==> src/slhsb_pkg.sv <==
// ----------------------------------------------------------------------------
// Stereo shelving equalizer package
// Shared types and constants for the two-band shelving biquad block.
// ----------------------------------------------------------------------------
package slhsb_pkg;

    // Coefficient field, delay word and configuration register sizes.
    localparam int COEF_W     = 20;
    localparam int DELAY_W    = 32;
    localparam int FF_W       = 60;
    localparam int FB_W       = 40;
    localparam int CFG_DATA_W = 64;
    localparam int CFG_IDX_W  = 4;

    // Configuration register indexes.
    localparam logic [CFG_IDX_W-1:0] REG_LOW_FF  = 4'd0;
    localparam logic [CFG_IDX_W-1:0] REG_LOW_FB  = 4'd1;
    localparam logic [CFG_IDX_W-1:0] REG_HIGH_FF = 4'd2;
    localparam logic [CFG_IDX_W-1:0] REG_HIGH_FB = 4'd3;

    // Reset values: unity pass-through (b0 = 1.0 in Q3.16), no feedback.
    localparam logic [FF_W-1:0] FF_RESET = 60'd65536;
    localparam logic [FB_W-1:0] FB_RESET = 40'd0;

    // One shelf's five coefficients.
    typedef struct packed {
        logic signed [COEF_W-1:0] a2;
        logic signed [COEF_W-1:0] a1;
        logic signed [COEF_W-1:0] b2;
        logic signed [COEF_W-1:0] b1;
        logic signed [COEF_W-1:0] b0;
    } t_shelf;

    // Lane sequencer states.
    typedef enum logic [1:0] {
        LS_IDLE,
        LS_MUL,
        LS_ACC,
        LS_HOLD
    } t_lane_state;

    // Multiply-accumulate terms of one biquad, in issue order.
    typedef enum logic [2:0] {
        TERM_B0,
        TERM_B1,
        TERM_A1,
        TERM_B2,
        TERM_A2
    } t_term;

    // Lane status seen by the merge stage and the top level.
    typedef struct packed {
        logic idle;
        logic hold;
    } t_lane_status;

endpackage

==> src/slhsb_lane.sv <==
// ----------------------------------------------------------------------------
// Shelving equalizer lane
// One channel: low shelf then high shelf, transposed direct form II, computed
// by a single shared multiplier over ten multiply/accumulate steps.
// ----------------------------------------------------------------------------
module slhsb_lane #(
    parameter int SAMPLE_BITS    = 24,
    parameter int COEF_FRAC_BITS = 16
) (
    input  logic                          i_clk,
    input  logic                          i_rst_n,
    input  logic                          i_start,
    input  logic signed [SAMPLE_BITS-1:0] i_x,
    input  slhsb_pkg::t_shelf             i_low,
    input  slhsb_pkg::t_shelf             i_high,
    input  logic                          i_take,
    output slhsb_pkg::t_lane_status       o_status,
    output logic signed [SAMPLE_BITS-1:0] o_y
);
    import slhsb_pkg::*;

    localparam int SB     = SAMPLE_BITS;
    localparam int F      = COEF_FRAC_BITS;
    localparam int PROD_W = COEF_W + SB;
    localparam int ACC_W  = ((SB + 19 > DELAY_W - 1 + F) ? SB + 19 : DELAY_W - 1 + F) + 2;
    localparam int RND_W  = ACC_W - F;

    localparam logic signed [ACC_W-1:0] ACC_HALF =
        {{(ACC_W-F){1'b0}}, 1'b1, {(F-1){1'b0}}};
    localparam logic signed [RND_W-1:0] Y_MAX =
        {{(RND_W-SB+1){1'b0}}, {(SB-1){1'b1}}};
    localparam logic signed [RND_W-1:0] Y_MIN =
        {{(RND_W-SB+1){1'b1}}, {(SB-1){1'b0}}};
    localparam logic signed [RND_W-1:0] D_MAX =
        {{(RND_W-DELAY_W+1){1'b0}}, {(DELAY_W-1){1'b1}}};
    localparam logic signed [RND_W-1:0] D_MIN =
        {{(RND_W-DELAY_W+1){1'b1}}, {(DELAY_W-1){1'b0}}};

    t_lane_state r_state, n_state;
    t_term       r_term;
    logic        r_stage;
    logic signed [SB-1:0]      r_x;
    logic signed [SB-1:0]      r_y;
    logic signed [PROD_W-1:0]  r_prod;
    logic signed [ACC_W-1:0]   r_acc;
    logic signed [DELAY_W-1:0] r_s1 [2];
    logic signed [DELAY_W-1:0] r_s2 [2];

    logic mul_en, acc_en;
    t_shelf shelf;
    logic signed [COEF_W-1:0]  mul_coef;
    logic signed [SB-1:0]      mul_op;
    logic signed [PROD_W-1:0]  n_prod;
    logic signed [ACC_W-1:0]   prod_ext, s1_ext, s2_ext, acc_sum, acc_rnd;
    logic signed [RND_W-1:0]   q;
    logic signed [SB-1:0]      y_sat;
    logic signed [DELAY_W-1:0] d_sat;
    logic last_term;

    // Next-state logic of the sequencer.
    always_comb begin
        n_state = r_state;
        case (r_state)
            LS_IDLE: if (i_start) n_state = LS_MUL;
            LS_MUL:  n_state = LS_ACC;
            LS_ACC: begin
                if (last_term && r_stage) n_state = LS_HOLD;
                else                      n_state = LS_MUL;
            end
            LS_HOLD: if (i_take) n_state = LS_IDLE;
            default: n_state = LS_IDLE;
        endcase
    end

    // Output decode of the sequencer.
    always_comb begin
        mul_en        = 1'b0;
        acc_en        = 1'b0;
        o_status.idle = 1'b0;
        o_status.hold = 1'b0;
        case (r_state)
            LS_IDLE: o_status.idle = 1'b1;
            LS_MUL:  mul_en = 1'b1;
            LS_ACC:  acc_en = 1'b1;
            LS_HOLD: o_status.hold = 1'b1;
            default: o_status.idle = 1'b0;
        endcase
    end

    assign last_term = (r_term == TERM_A2);

    // Coefficient and operand selection for the current term.
    always_comb begin
        shelf = r_stage ? i_high : i_low;
        case (r_term)
            TERM_B0: begin mul_coef = shelf.b0; mul_op = r_x; end
            TERM_B1: begin mul_coef = shelf.b1; mul_op = r_x; end
            TERM_A1: begin mul_coef = shelf.a1; mul_op = r_y; end
            TERM_B2: begin mul_coef = shelf.b2; mul_op = r_x; end
            TERM_A2: begin mul_coef = shelf.a2; mul_op = r_y; end
            default: begin mul_coef = shelf.b0; mul_op = r_x; end
        endcase
        n_prod = mul_coef * mul_op;
    end

    // Accumulate, round half up to the sample grid, then saturate.
    always_comb begin
        prod_ext = {{(ACC_W-PROD_W){r_prod[PROD_W-1]}}, r_prod};
        s1_ext   = {{(ACC_W-DELAY_W-F){r_s1[r_stage][DELAY_W-1]}}, r_s1[r_stage], {F{1'b0}}};
        s2_ext   = {{(ACC_W-DELAY_W-F){r_s2[r_stage][DELAY_W-1]}}, r_s2[r_stage], {F{1'b0}}};
        case (r_term)
            TERM_B0: acc_sum = prod_ext + s1_ext;
            TERM_B1: acc_sum = prod_ext + s2_ext;
            TERM_A1: acc_sum = r_acc - prod_ext;
            TERM_B2: acc_sum = prod_ext;
            TERM_A2: acc_sum = r_acc - prod_ext;
            default: acc_sum = prod_ext;
        endcase
        acc_rnd = acc_sum + ACC_HALF;
        q       = acc_rnd[ACC_W-1:F];
        if (q > Y_MAX)      y_sat = Y_MAX[SB-1:0];
        else if (q < Y_MIN) y_sat = Y_MIN[SB-1:0];
        else                y_sat = q[SB-1:0];
        if (q > D_MAX)      d_sat = D_MAX[DELAY_W-1:0];
        else if (q < D_MIN) d_sat = D_MIN[DELAY_W-1:0];
        else                d_sat = q[DELAY_W-1:0];
    end

    // Control registers and delay words.
    always_ff @(posedge i_clk) begin
        if (!i_rst_n) begin
            r_state <= LS_IDLE;
            r_term  <= TERM_B0;
            r_stage <= 1'b0;
            r_s1[0] <= '0;
            r_s1[1] <= '0;
            r_s2[0] <= '0;
            r_s2[1] <= '0;
        end else begin
            r_state <= n_state;
            if (r_state == LS_IDLE && i_start) begin
                r_term  <= TERM_B0;
                r_stage <= 1'b0;
            end
            if (acc_en) begin
                case (r_term)
                    TERM_B0: r_term <= TERM_B1;
                    TERM_B1: r_term <= TERM_A1;
                    TERM_A1: begin
                        r_term         <= TERM_B2;
                        r_s1[r_stage]  <= d_sat;
                    end
                    TERM_B2: r_term <= TERM_A2;
                    TERM_A2: begin
                        r_term         <= TERM_B0;
                        r_stage        <= ~r_stage;
                        r_s2[r_stage]  <= d_sat;
                    end
                    default: r_term <= TERM_B0;
                endcase
            end
        end
    end

    // Datapath registers.
    always_ff @(posedge i_clk) begin
        if (r_state == LS_IDLE && i_start) r_x <= i_x;
        if (mul_en) r_prod <= n_prod;
        if (acc_en) begin
            r_acc <= acc_sum;
            if (r_term == TERM_B0) r_y <= y_sat;
            // The low shelf output feeds the high shelf.
            if (last_term && !r_stage) r_x <= r_y;
        end
    end

    assign o_y = r_y;

endmodule

==> src/slhsb_merge.sv <==
// ----------------------------------------------------------------------------
// Shelving equalizer merge stage
// Joins the two lane results into one output beat and holds it until taken.
// ----------------------------------------------------------------------------
module slhsb_merge #(
    parameter int SAMPLE_BITS = 24
) (
    input  logic                          i_clk,
    input  logic                          i_rst_n,
    input  slhsb_pkg::t_lane_status       i_left_status,
    input  slhsb_pkg::t_lane_status       i_right_status,
    input  logic signed [SAMPLE_BITS-1:0] i_left_y,
    input  logic signed [SAMPLE_BITS-1:0] i_right_y,
    output logic                          o_take,
    output logic                          m_axis_tvalid,
    input  logic                          m_axis_tready,
    // left_out, right_out
    output logic [2*SAMPLE_BITS-1:0]      o_pair
);
    import slhsb_pkg::*;

    logic                     r_valid;
    logic [2*SAMPLE_BITS-1:0] r_pair;

    // Load when both lanes hold a result and the output slot is free.
    assign o_take = i_left_status.hold && i_right_status.hold
                    && (!r_valid || m_axis_tready);

    always_ff @(posedge i_clk) begin
        if (!i_rst_n) begin
            r_valid <= 1'b0;
        end else if (o_take) begin
            r_valid <= 1'b1;
        end else if (m_axis_tready) begin
            r_valid <= 1'b0;
        end
    end

    always_ff @(posedge i_clk) begin
        if (o_take) r_pair <= {i_right_y, i_left_y};
    end

    assign m_axis_tvalid = r_valid;
    assign o_pair        = r_pair;

endmodule

==> src/stereo_low_high_shelf_biquad.sv <==
// ----------------------------------------------------------------------------
// Stereo low/high shelving biquad equalizer
// Two channel lanes, each a low shelf followed by a high shelf, merged into
// one output beat per input beat.
// ----------------------------------------------------------------------------
// Each lane works through a stereo pair in ten multiply/accumulate steps on
// its single multiplier, and takes no new pair until its result has moved to
// the output register. The next pair is accepted while a finished result
// waits on the output.
// Reset (synchronous, active low) clears all delay words and loads unity
// low and high shelves.
module stereo_low_high_shelf_biquad #(
    parameter int SAMPLE_BITS    = 24,
    parameter int COEF_FRAC_BITS = 16
) (
    input  logic                                i_clk,
    input  logic                                i_rst_n,
    // Configuration write channel.
    input  logic                                i_cfg_valid,
    output logic                                o_cfg_ready,
    input  logic [slhsb_pkg::CFG_IDX_W-1:0]     i_cfg_index,
    input  logic [slhsb_pkg::CFG_DATA_W-1:0]    i_cfg_data,
    // Input stream.
    input  logic                                s_axis_tvalid,
    output logic                                s_axis_tready,
    // left_in, right_in (from bit 0 up), zero padded to whole bytes
    input  logic [((2*SAMPLE_BITS+7)/8)*8-1:0]  s_axis_tdata,
    // Output stream.
    output logic                                m_axis_tvalid,
    input  logic                                m_axis_tready,
    // left_out, right_out (from bit 0 up), zero padded to whole bytes
    output logic [((2*SAMPLE_BITS+7)/8)*8-1:0]  m_axis_tdata
);
    import slhsb_pkg::*;

    localparam int SB     = SAMPLE_BITS;
    localparam int DATA_W = ((2*SB+7)/8)*8;

    logic [FF_W-1:0] r_low_ff, r_high_ff;
    logic [FB_W-1:0] r_low_fb, r_high_fb;
    t_shelf          low_shelf, high_shelf;
    t_lane_status    left_status, right_status;
    logic signed [SB-1:0] left_y, right_y;
    logic            take, start;
    logic [2*SB-1:0] pair;

    // Coefficient registers; unlisted indexes are ignored.
    always_ff @(posedge i_clk) begin
        if (!i_rst_n) begin
            r_low_ff  <= FF_RESET;
            r_low_fb  <= FB_RESET;
            r_high_ff <= FF_RESET;
            r_high_fb <= FB_RESET;
        end else if (i_cfg_valid) begin
            case (i_cfg_index)
                REG_LOW_FF:  r_low_ff  <= i_cfg_data[FF_W-1:0];
                REG_LOW_FB:  r_low_fb  <= i_cfg_data[FB_W-1:0];
                REG_HIGH_FF: r_high_ff <= i_cfg_data[FF_W-1:0];
                REG_HIGH_FB: r_high_fb <= i_cfg_data[FB_W-1:0];
                default:     r_low_ff  <= r_low_ff;
            endcase
        end
    end

    assign o_cfg_ready = 1'b1;
    assign low_shelf   = {r_low_fb, r_low_ff};
    assign high_shelf  = {r_high_fb, r_high_ff};

    // Both lanes run in lockstep, so both are idle together.
    assign s_axis_tready = left_status.idle && right_status.idle;
    assign start         = s_axis_tvalid && s_axis_tready;

    slhsb_lane #(
        .SAMPLE_BITS   (SB),
        .COEF_FRAC_BITS(COEF_FRAC_BITS)
    ) u_left (
        .i_clk   (i_clk),
        .i_rst_n (i_rst_n),
        .i_start (start),
        .i_x     (s_axis_tdata[SB-1:0]),
        .i_low   (low_shelf),
        .i_high  (high_shelf),
        .i_take  (take),
        .o_status(left_status),
        .o_y     (left_y)
    );

    slhsb_lane #(
        .SAMPLE_BITS   (SB),
        .COEF_FRAC_BITS(COEF_FRAC_BITS)
    ) u_right (
        .i_clk   (i_clk),
        .i_rst_n (i_rst_n),
        .i_start (start),
        .i_x     (s_axis_tdata[2*SB-1:SB]),
        .i_low   (low_shelf),
        .i_high  (high_shelf),
        .i_take  (take),
        .o_status(right_status),
        .o_y     (right_y)
    );

    slhsb_merge #(
        .SAMPLE_BITS(SB)
    ) u_merge (
        .i_clk         (i_clk),
        .i_rst_n       (i_rst_n),
        .i_left_status (left_status),
        .i_right_status(right_status),
        .i_left_y      (left_y),
        .i_right_y     (right_y),
        .o_take        (take),
        .m_axis_tvalid (m_axis_tvalid),
        .m_axis_tready (m_axis_tready),
        .o_pair        (pair)
    );

    assign m_axis_tdata = DATA_W'(pair);

endmodule
==> config.mk <==
export PLATFORM = sky130hd
export DESIGN_NAME = stereo_low_high_shelf_biquad
export DESIGN_NICKNAME = d
export VERILOG_FILES = /design/src/slhsb_pkg.sv /design/src/slhsb_lane.sv /design/src/slhsb_merge.sv /design/src/stereo_low_high_shelf_biquad.sv
export SDC_FILE = /design/constraint.sdc
export NUM_CORES = 2
export LEC_CHECK = 0
export ABC_CLOCK_PERIOD_IN_PS = 11730
export BUFFER_PORTS_ARGS = -buffer_cell sky130_fd_sc_hd__buf_2
export CORE_MARGIN = 2
export CORE_UTILIZATION = 25
export CTS_CLUSTER_SIZE = 8
export DETAILED_ROUTE_END_ITERATION = 16
export GPL_TIMING_DRIVEN = 0
export REMOVE_ABC_BUFFERS = 1
export SKIP_CTS_REPAIR_TIMING = 1
export SYNTH_ARGS = -nofsm -noshare
export SYNTH_HDL_FRONTEND = slang
export SYNTH_SLANG_ARGS = --single-unit
export TNS_END_PERCENT = 100
==> constraint.sdc <==
create_clock -name i_clk -period 11.73 [get_ports i_clk]
set_clock_uncertainty 0.1 [all_clocks]
set_input_delay 0.5865 -clock i_clk [delete_from_list [all_inputs] [get_ports i_clk]]
set_output_delay 0.5865 -clock i_clk [all_outputs]
set_load 0.02 [all_outputs]
==> reports/metrics.yaml <==
yosysMostFrequentCell: "inv_1"
dp_hpwl_mm: 202
drt-initial-drc-count: 5807
area_growth_pct: 13.5
worstMarginPinSlew_ps: 1470
period_needed_ps: 11440
whs_ps: -13.2
setup_violations: 0
critPathMaxFanout: 58
crit_path_frequent_cell: "fa_1"
via_count: 64400
design_area_mm2: 0.0929
power.density_mw_per_mm2: 127
floorplan.die.width_um: 576
synth-seq-cells: 801
grt_pass1_wl_mm: 401
cts_tree: "built"
drt.antenna.violating_nets: 0
status: "complete, but fails checks"
cp.required_ps: 12120
netlist_area_mm2: 0.0818
hp-class: "in -> reg"
synth_ff_type: "edfxtp_1"
insertion_delay_ps: 760
drtPass1Iterations: 7
via_per_inst: 4.84
critPathTopFamily: "adder cells"
layout-drive-gt1-share_pct: 8.71
grt_max_degree: 118
grt_pass1_vias: 63900
fp.dieH_um: 576
ys_seq_area_share_pct: 26.2
syn_inst: 8873
async_flop_share_pct: 0
synth-edff-count: 538
min_period_over_period_pct: 97.5
cp.arrival_ps: 11830
cts_buffer_depth: 3
place_area_mm2: 0.0892
max-vdd-ir-drop_mv: 0.125
avgRoutedWirePerCell_um: 20.1
worst_setup_path_start_kind: "register"
violations: "hold timing, capacitance limit, slew limit"
overflow: 0
setup-tns-final_ps: 0
routed_wl_mm: 268
cp_num_buf_inv: 3
die-area_mm2: 0.332
coreArea_mm2: 0.326
cts_buffers: 113
clk_pin_slew_ps: 60
num-nets-final: 10300
synth.area.top_cells: "fa_1 24%, edfxtp_1 20%, dfxtp_1 6.4%, ha_1 6.0%, inv_1 6.0%"
root_buffer: "clkbuf_16"
rows: 210
ios: 172
grt_antenna_before_repair: 62
syn_area_per_cell_um2: 9.22
synth.distinct_cells: 125
end_kind: "register"
gp_routability_congestion: 0.929
fin_ws_ps: 288
portBuffers: 166
crit_slowest_cell: "nand2b_1"
yosysWarningCount: 0
rsz0062_at_grt: "yes"
maxCapViolations: 4
crit_type: "reg -> reg"
synth.cells.most_frequent: "1297 x inv_1, 1284 x nand2_1, 988 x fa_1, 921 x nor2_1, 538 x edfxtp_1"
drc: 0
maxSlewViolCount: 1
finalHoldViolCount: 4
pre_cts_slack_ps: -542
leakagePower_uw: 0.0395
track_usage_pct: 15.8
start_util_pct: 25.1
fin_cells: 13300
clock_sinks: 801
dp_cells: 13000
netlist.area_leader.share_pct: 24.2
slew_headroom_pct: -0.659
yosys.area.top_type: "fa_1"
htreeDepth: 3
cpPeakStageDelay_ps: 1030
max_freq_mhz: 87.4
==> logic make-up after synthesis <==
logic type,count (synthesis),share of synthesized area (%)
XOR/XNOR,236,2.55
AND/OR/NAND/NOR,2870,15.2
adder cells (fa/ha/maj),1435,30.9
AO/OA/AOI/OAI,1521,12.9
flip-flops,801,26.2
other,1,0.00459
buffers and inverters,1763,8.21
multiplexers,246,4.04
==> stage by stage <==
step	total power (uW)	hold slack, ps	utilization (%)
floorplan	6830	350	-
CTS	11700	-51.8	28.4
detailed placement	8490	373	27.3
finish	11800	-13.2	28.5
global route	12400	1.27	28.5
global placement	8360	368	26.4
==> worst reg2reg max path, delay by kind of cell, from the launching register on <==
| family | cells | cell delay [ps] |
|---|---|---|
| buf+inv | 3 | 150 |
| fa+ha+maj | 8 | 3890 |
| compound gates | 14 | 3860 |
| xor+xnor | 1 | 100 |
| simple gates | 5 | 2160 |
| flops | 1 | 940 |
==> sequential cells by signal, summed over array words and instances, names as in the netlist, 24 cells and up, named ones only <==
name,count
u_right.r_s1,64
u_right.r_x,24
u_left.r_s2,64
u_left.r_s1,64
r_high_ff,60
u_merge.o_pair,48
u_right.r_acc,49
u_left.r_prod,44
u_right.r_s2,64
u_right.r_prod,44
r_low_ff,60
u_left.r_acc,49
u_left.o_y,24
u_left.r_x,24
r_high_fb,40
u_right.o_y,24
r_low_fb,40
==> layer usage <==
| metal | vias up | share of wire (%) | routed length, um | global-route usage, % |
|---|---|---|---|---|
| li1 | 29200 | - | - | - |
| met1 | 32100 | 42 | 111000 | 20.6 |
| met2 | 2551 | 45 | 121000 | 25.0 |
| met3 | 521 | 8.1 | 21700 | 2.71 |
| met4 | 44 | 5.1 | 13700 | 8.00 |
| met5 | - | 0.094 | 252 | 0 |
==> worst paths after layout <==
check,start,to,slack (ps),cells past startpoint
max,u_left.r_term[0],u_left.r_prod[42],290,31
min,i_cfg_data[54],r_high_ff[54],-10,3
max reg2reg,u_left.r_term[0],u_left.r_prod[42],290,31
min reg2reg,r_high_ff[54],r_high_ff[54],380,2
==> power breakdown <==
| part | internal (uW) | leakage [uW] | switching [uW] | total, uW |
|---|---|---|---|---|
| clock network | 1870 | 0.00161 | 1350 | 3220 |
| registers | 3300 | 0.00736 | 211 | 3510 |
| logic | 1790 | 0.0305 | 3260 | 5050 |
==> cell usage in the layout, fill, tap and decap left out, types with 115 or more instances in the layout <==
master | netlist | routed
a21boi_0 | 214 | 214
nand2_1 | 1284 | 1270
clkbuf_16 | 0 | 115
mux2i_1 | 150 | 129
a21oi_1 | 300 | 298
dfxtp_1 | 263 | 253
inv_1 | 1297 | 1295
xnor2_1 | 159 | 157
o21ai_0 | 217 | 209
fa_1 | 988 | 988
ha_1 | 392 | 392
edfxtp_1 | 538 | 538
buf_2 | 28 | 165
nor2_1 | 921 | 912
==> layout make-up <==
class	instances	area [um^2]
multi-input cells	6310	54400
inverters	1299	4880
fillers	34400	233000
diodes	37	92.6
repair buffers	306	3200
clock inverters	10	218
flip-flops and latches	801	21400
clock buffers	186	3170
well taps	4346	5440
Note: power is estimated with default switching activity, not from simulation.
